==> config.mk <==
export PLATFORM = sky130hd
export DESIGN_NAME = gf256_vandermonde_parity_encoder
export DESIGN_NICKNAME = d
export VERILOG_FILES = /design/src/rtl/gvpe_pkg.sv /design/src/rtl/gvpe_lane.sv /design/src/rtl/gvpe_merge.sv /design/src/rtl/gf256_vandermonde_parity_encoder.sv
export SDC_FILE = /design/constraint.sdc
export NUM_CORES = 1
export LEC_CHECK = 0
export CAP_MARGIN = 20
export CORE_ASPECT_RATIO = 0.9
export CORE_MARGIN = 2
export CORE_UTILIZATION = 40
export DETAILED_ROUTE_END_ITERATION = 7
export DONT_BUFFER_PORTS = 1
export PLACE_DENSITY = 0.62
export SLEW_MARGIN = 20
export SYNTH_ARGS = -nofsm -noshare
export SYNTH_HDL_FRONTEND = slang
export SYNTH_SLANG_ARGS = --single-unit
==> constraint.sdc <==
create_clock -name i_clk -period 8.4 [get_ports i_clk]
set_clock_uncertainty 0.1 [all_clocks]
set_input_delay 0 -clock i_clk [delete_from_list [all_inputs] [get_ports i_clk]]
set_output_delay 0 -clock i_clk [all_outputs]
set_load 0.05 [all_outputs]
==> src/rtl/gvpe_pkg.sv <==
// shared types, constants and gf(2^8) arithmetic for the vandermonde parity encoder
// used by gvpe_lane, gvpe_merge and the top level; no dependencies
`timescale 1ns / 1ps
`default_nettype none

package gvpe_pkg;

    localparam int DATA_LANES   = 8;
    localparam int PARITY_LANES = 4;
    localparam int OUT_ROWS     = 4;
    localparam int CFG_IDX_W    = 2;
    localparam int CFG_DATA_W   = 4;
    localparam int DCOUNT_W     = 4;
    localparam int PCOUNT_W     = 3;

    localparam logic [7:0] GF_POLY_LOW = 8'h1D;

    localparam logic [CFG_IDX_W-1:0] REG_DATA_COUNT   = CFG_IDX_W'(0);
    localparam logic [CFG_IDX_W-1:0] REG_PARITY_COUNT = CFG_IDX_W'(1);

    localparam logic [DCOUNT_W-1:0] DCOUNT_RESET = DCOUNT_W'(4);
    localparam logic [PCOUNT_W-1:0] PCOUNT_RESET = PCOUNT_W'(2);

    typedef logic [7:0] t_byte;
    typedef logic [PARITY_LANES-1:0][7:0] t_rows;
    typedef logic [OUT_ROWS-1:0][7:0] t_out_rows;

    typedef struct packed {
        logic                    lane_en;
        logic [PARITY_LANES-1:0] row_en;
    } t_lane_ctl;

    function automatic t_byte gf_mul(t_byte a, t_byte b);
        t_byte acc;
        t_byte x;
        acc = '0;
        x   = a;
        for (int k = 0; k < 8; k++) begin
            if (b[k]) begin
                acc = acc ^ x;
            end
            x = {x[6:0], 1'b0} ^ (x[7] ? GF_POLY_LOW : 8'h00);
        end
        return acc;
    endfunction

    function automatic t_byte gf_coeff(int lane, int row);
        t_byte base;
        t_byte r;
        base = 8'(lane + 1);
        r    = 8'h01;
        for (int k = 0; k < PARITY_LANES; k++) begin
            if (k < row) begin
                r = gf_mul(r, base);
            end
        end
        return r;
    endfunction

endpackage

`default_nettype wire

==> src/rtl/gvpe_lane.sv <==
// one data lane: multiplies its byte by the coefficient of every enabled parity row
// depends on gvpe_pkg
`timescale 1ns / 1ps
`default_nettype none

module gvpe_lane
    import gvpe_pkg::*;
(
    input  wire logic      i_clk,
    input  wire logic      i_en,
    input  wire t_lane_ctl i_ctl,
    input  wire t_byte     i_data,
    input  wire t_rows     i_coeff,
    output t_rows          o_prod
);

    t_rows r_prod;

    always_ff @(posedge i_clk) begin
        if (i_en) begin
            for (int i = 0; i < PARITY_LANES; i++) begin
                r_prod[i] <= (i_ctl.lane_en && i_ctl.row_en[i]) ?
                             gf_mul(i_coeff[i], i_data) : 8'h00;
            end
        end
    end

    assign o_prod = r_prod;

endmodule

`default_nettype wire

==> src/rtl/gvpe_merge.sv <==
// merging stage: xor of the lane products per row into the output register
// depends on gvpe_pkg
`timescale 1ns / 1ps
`default_nettype none

module gvpe_merge
    import gvpe_pkg::*;
(
    input  wire logic  i_clk,
    input  wire logic  i_en,
    input  wire t_rows i_prod [DATA_LANES],
    input  wire logic  i_end,
    output t_out_rows  o_parity,
    output logic       o_end
);

    t_out_rows n_parity;
    t_out_rows r_parity;
    logic      r_end;

    for (genvar gi = 0; gi < OUT_ROWS; gi++) begin : g_row
        if (gi < PARITY_LANES) begin : g_used
            always_comb begin
                n_parity[gi] = 8'h00;
                for (int j = 0; j < DATA_LANES; j++) begin
                    n_parity[gi] = n_parity[gi] ^ i_prod[j][gi];
                end
            end
        end else begin : g_unused
            assign n_parity[gi] = 8'h00;
        end
    end

    always_ff @(posedge i_clk) begin
        if (i_en) begin
            r_parity <= n_parity;
            r_end    <= i_end;
        end
    end

    assign o_parity = r_parity;
    assign o_end    = r_end;

endmodule

`default_nettype wire

==> src/rtl/gf256_vandermonde_parity_encoder.sv <==
// top level of the gf(2^8) vandermonde parity encoder: handshake, config, lanes, merge
// depends on gvpe_pkg, gvpe_lane and gvpe_merge
//
// channel   direction  handshake            payload
// input     in         i_valid / o_ready    i_data_byte_0..7, i_chunk_end_in
// output    out        o_valid / i_ready    o_parity_byte_0..3, o_chunk_end_out
// config    in         i_cfg_we             i_cfg_index, i_cfg_data
//
// one word per cycle sustained while i_ready holds; a result passes the lane product register, then the merge register
// the two stages advance independently, so a word is taken while a result waits
// reset clears the stage valids and loads data_count 4, parity_count 2
// a stalled output holds its word; the lane stage still takes one more word if it is empty
`timescale 1ns / 1ps
`default_nettype none

module gf256_vandermonde_parity_encoder
    import gvpe_pkg::*;
(
    input  wire logic                  i_clk,
    input  wire logic                  i_rst_n,
    input  wire logic                  i_valid,
    output logic                       o_ready,
    input  wire logic [7:0]            i_data_byte_0,
    input  wire logic [7:0]            i_data_byte_1,
    input  wire logic [7:0]            i_data_byte_2,
    input  wire logic [7:0]            i_data_byte_3,
    input  wire logic [7:0]            i_data_byte_4,
    input  wire logic [7:0]            i_data_byte_5,
    input  wire logic [7:0]            i_data_byte_6,
    input  wire logic [7:0]            i_data_byte_7,
    input  wire logic                  i_chunk_end_in,
    output logic                       o_valid,
    input  wire logic                  i_ready,
    output logic [7:0]                 o_parity_byte_0,
    output logic [7:0]                 o_parity_byte_1,
    output logic [7:0]                 o_parity_byte_2,
    output logic [7:0]                 o_parity_byte_3,
    output logic                       o_chunk_end_out,
    input  wire logic                  i_cfg_we,
    input  wire logic [CFG_IDX_W-1:0]  i_cfg_index,
    input  wire logic [CFG_DATA_W-1:0] i_cfg_data
);

    logic [DCOUNT_W-1:0] r_data_count;
    logic [PCOUNT_W-1:0] r_parity_count;
    logic                r_v1;
    logic                r_v2;
    logic                n_v1;
    logic                n_v2;
    logic                r_end1;
    logic                in_acc;
    logic                adv2;
    t_byte               data_in [8];
    t_rows               coeff   [DATA_LANES];
    t_lane_ctl           ctl     [DATA_LANES];
    t_rows               prod    [DATA_LANES];
    t_out_rows           parity;

    always_ff @(posedge i_clk) begin
        if (!i_rst_n) begin
            r_data_count   <= DCOUNT_RESET;
            r_parity_count <= PCOUNT_RESET;
        end else if (i_cfg_we) begin
            unique case (i_cfg_index)
                REG_DATA_COUNT:   r_data_count   <= i_cfg_data[DCOUNT_W-1:0];
                REG_PARITY_COUNT: r_parity_count <= i_cfg_data[PCOUNT_W-1:0];
                default: ;
            endcase
        end
    end

    assign adv2    = r_v1 && (!r_v2 || i_ready);
    assign o_ready = !r_v1 || !r_v2 || i_ready;
    assign in_acc  = i_valid && o_ready;

    always_comb begin
        n_v1 = r_v1;
        if (in_acc) begin
            n_v1 = 1'b1;
        end else if (adv2) begin
            n_v1 = 1'b0;
        end
        n_v2 = r_v2;
        if (adv2) begin
            n_v2 = 1'b1;
        end else if (i_ready) begin
            n_v2 = 1'b0;
        end
    end

    always_ff @(posedge i_clk) begin
        if (!i_rst_n) begin
            r_v1 <= 1'b0;
            r_v2 <= 1'b0;
        end else begin
            r_v1 <= n_v1;
            r_v2 <= n_v2;
        end
    end

    always_ff @(posedge i_clk) begin
        if (in_acc) begin
            r_end1 <= i_chunk_end_in;
        end
    end

    assign data_in[0] = i_data_byte_0;
    assign data_in[1] = i_data_byte_1;
    assign data_in[2] = i_data_byte_2;
    assign data_in[3] = i_data_byte_3;
    assign data_in[4] = i_data_byte_4;
    assign data_in[5] = i_data_byte_5;
    assign data_in[6] = i_data_byte_6;
    assign data_in[7] = i_data_byte_7;

    for (genvar gj = 0; gj < DATA_LANES; gj++) begin : g_lane
        for (genvar gi = 0; gi < PARITY_LANES; gi++) begin : g_coeff
            assign coeff[gj][gi]      = gf_coeff(gj, gi);
            assign ctl[gj].row_en[gi] = (PCOUNT_W'(gi) < r_parity_count);
        end
        assign ctl[gj].lane_en = (DCOUNT_W'(gj) < r_data_count);

        gvpe_lane u_lane (
            .i_clk   (i_clk),
            .i_en    (in_acc),
            .i_ctl   (ctl[gj]),
            .i_data  (data_in[gj]),
            .i_coeff (coeff[gj]),
            .o_prod  (prod[gj])
        );
    end

    gvpe_merge u_merge (
        .i_clk    (i_clk),
        .i_en     (adv2),
        .i_prod   (prod),
        .i_end    (r_end1),
        .o_parity (parity),
        .o_end    (o_chunk_end_out)
    );

    assign o_valid         = r_v2;
    assign o_parity_byte_0 = parity[0];
    assign o_parity_byte_1 = parity[1];
    assign o_parity_byte_2 = parity[2];
    assign o_parity_byte_3 = parity[3];

endmodule

`default_nettype wire
==> metrics.yaml <==
synthTopCellsByCount: "290 x edfxtp_1, 278 x xnor2_1, 143 x nor2_1"
dp_slack_ns: 4.46
ant_nets: 0
power_density_nw_per_um2: 225
outcome: "finished, final reports clean"
end_kind: "flop"
seq_power_share_pct: 49.1
path_buf_inv: 2
ys_top_cells_by_area: "edfxtp_1 58%, xnor2_1 16%, xnor3_1 3.9%"
synth_edf_count: 290
drt_iter0_markers: 743
initial_utilization_pct: 40.3
synth_top_area_share_pct: 58.3
io_buffers: 0
fmax_ghz: 0.254
synth_mux_area_share_pct: 0.469
final_util_pct: 46.3
rsz0062_at_grt: "no"
crit_fanout: 66
num_antenna_cells: 0
grt_use_total_pct: 18.8
num_vias: 8311
core-area_sq_um: 37100
hpwl_microns: 26000
r2r_slack_ns: 4.46
cts_resized: 0
slowest_delay_ns: 0.81
final_area_sq_um: 17100
drc: 0
std_cell_rows: 67
slew_headroom_pct: 28.7
routed_wl_microns: 36900
hold_violations: 0
antenna_found_initial: 3
clock_power_share_pct: 35.0
synthFlopType: "edfxtp_1"
worst_slack_ns: 4.46
clock-sinks: 299
syn_nets: 1182
cp_slowest_cell: "and2_4"
fp.dieH_microns: 187
synth_top_family_by_area: "XOR/XNOR gates"
cts_root_buf: "clkbuf_16"
die_w_microns: 208
path_cells: "nor2b_1, nand2_1, and2_4, buf_4, buf_4"
gp_congestion: 0.809
synth_area_sq_um: 14900
synth-simple-area-share_pct: 11.4
numCtsBuffers: 31
holdCritPathClass: "in -> reg"
cts_setup_buffers: 0
fin_crit_ns: 3.94
grt_pass1_wl_microns: 54300
num-fill-cells: 3298
required_ns: 8.51
tritoncts: "built"
routedWlPerCell_microns: 21.9
maxCapViolations: 0
worst_ep_arrival_time_ns: 4.05
critical_path_class: "reg -> reg"
ys_seq_elements: 299
worst_pin_slew_ns: 1.07
synthXorXnorAreaFrac_pct: 25.5
async_flop_share_pct: 0
cts_max_level: 1
ir_drop_uv: 127
yosysWarnings: 0
grt_max_degree: 83
switching_power_w: 0.00104
tns_ns: 0
dieArea_sq_um: 38900
synth_compound_area_share_pct: 1.06
syn_area_per_cell_sq_um: 13.5
cp_top_family: "simple AND/OR/NAND/NOR gates"
yosys.cell_types.count: 43
syn-instance-count: 1106
drv_slew: 0
critPathLaunchType: "flop"
finalSetupViolations: 0
yosysSeqAreaShare_pct: 59.5
post-route-period-util_pct: 46.9
first_global_vias: 8253
clk_path_buf_depth: 3
leakage_nw: 6.19
yosysMostFrequentCell: "edfxtp_1"
p_int_w: 0.00283
ios: 111
overflow: 0
dpl_cell_area_sq_um: 15300
clk_latency_ns: 0.58
yosys.area.top_type: "edfxtp_1"
clk_pin_slew_ns: 0.06
drtPass1Iterations: 5
via_per_inst: 4.94
crit_top_cell: "buf_4"
p_comb_share_pct: 16.0
switching_share_pct: 26.8
drive_above_1_share_pct: 7.00
synthAdderAreaFrac_pct: 0
ctsHoldBuffers: 84
areaGrowthSynthToFinish_pct: 14.9
fin_nets: 1251
[metal layers]
layer  global-route usage (%)  vias up  share of wire, %
li1                         -     3887                 -
met1                     28.1     4110                47
met2                     28.5      268                44
met3                     4.00       44               7.3
met4                     3.57        2               1.7
met5                        0        -             0.043
[kinds of logic (layout without fill, tap and decap cells)]
kind of cell	Yosys count	in the layout
and+or+nand+nor	342	342
AOI/OAI and AO/OA	27	27
xor gates and xnor gates	370	370
buffers and inverters	61	155
muxes	7	7
DFF	299	299
[worst register-to-register path, delay by kind of cell (launching register included)]
| kind | cells | cell delay (ns) |
|---|---|---|
| AND/OR/NAND/NOR | 3 | 1.49 |
| flip-flops | 1 | 0.47 |
| buffers and inverters | 2 | 1.49 |
[layout by cell type, fill, tap and decap left out, types with 5 or more instances in the layout]
| cell | Yosys | final |
|---|---|---|
| mux2i_1 | 7 | 7 |
| clkbuf_1 | 13 | 6 |
| clkbuf_16 | 0 | 31 |
| or2_2 | 14 | 14 |
| buf_4 | 6 | 5 |
| xor2_1 | 52 | 52 |
| nor3_1 | 18 | 18 |
| clkinv_2 | 0 | 6 |
| xnor2_1 | 278 | 278 |
| and3_1 | 43 | 43 |
| a21oi_1 | 15 | 15 |
| nor2b_1 | 14 | 13 |
| and2_1 | 60 | 59 |
| xnor3_1 | 26 | 26 |
| dfxtp_1 | 9 | 9 |
| edfxtp_1 | 290 | 290 |
| dlygate4sd3_1 | 0 | 84 |
| nand2_1 | 34 | 34 |
| inv_1 | 7 | 7 |
| nor2_1 | 143 | 143 |
| clkinv_1 | 0 | 9 |
[flip-flops by register name, indices dropped and copies added, names as in the netlist]
signal / count
u_merge.o_parity: 32
r_parity_count: 3
r_data_count: 4
r_v1: 1
g_lane.u_lane.o_prod: 256
r_end1: 1
o_valid: 1
u_merge.o_end: 1
[power groups by stage]
stage               sequential (W)  combinational, W  clock [W]
global placement           0.00192          0.000539          0
floorplan                  0.00193          0.000439          0
finish                     0.00190          0.000617    0.00135
CTS                        0.00190          0.000618    0.00137
global route               0.00190          0.000661    0.00143
detailed placement         0.00193          0.000540          0
[per-stage QoR]
| step | hold WS [ns] | power, W | std cells |
|---|---|---|---|
| 3_3_place_gp | -0.0357 | 0.00246 | 1540 |
| 3_5_place_dp | -0.0340 | 0.00247 | 1540 |
| 5_1_grt | 0.117 | 0.00399 | 1683 |
| 2_1_floorplan | -0.0381 | 0.00236 | 1106 |
| 4_1_cts | 0.0615 | 0.00388 | 1682 |
| 6_report | 0.0731 | 0.00386 | 1683 |
[area by class of cell]
class                   instances  area [sq um]  area share, %
multi-input cells             746          5740           33.5
repair buffers                 90           898           5.24
well taps                     483           604           3.52
flip-flops and latches        299          8890           51.8
clock inverters                21           190           1.11
clock buffers                  37           798           4.66
inverters                       7          26.3          0.153
[path summary, 6_finish.rpt]
check / start / end / cells after the start
worst max-delay path: o_valid / g_lane[6].u_lane.o_prod[2] / 5
worst min-delay path: i_valid / r_v1 / 3
worst max register to register: o_valid / g_lane[6].u_lane.o_prod[2] / 5
worst min register to register: r_end1 / u_merge.o_end / 0
(Power assumes the default switching activity.)
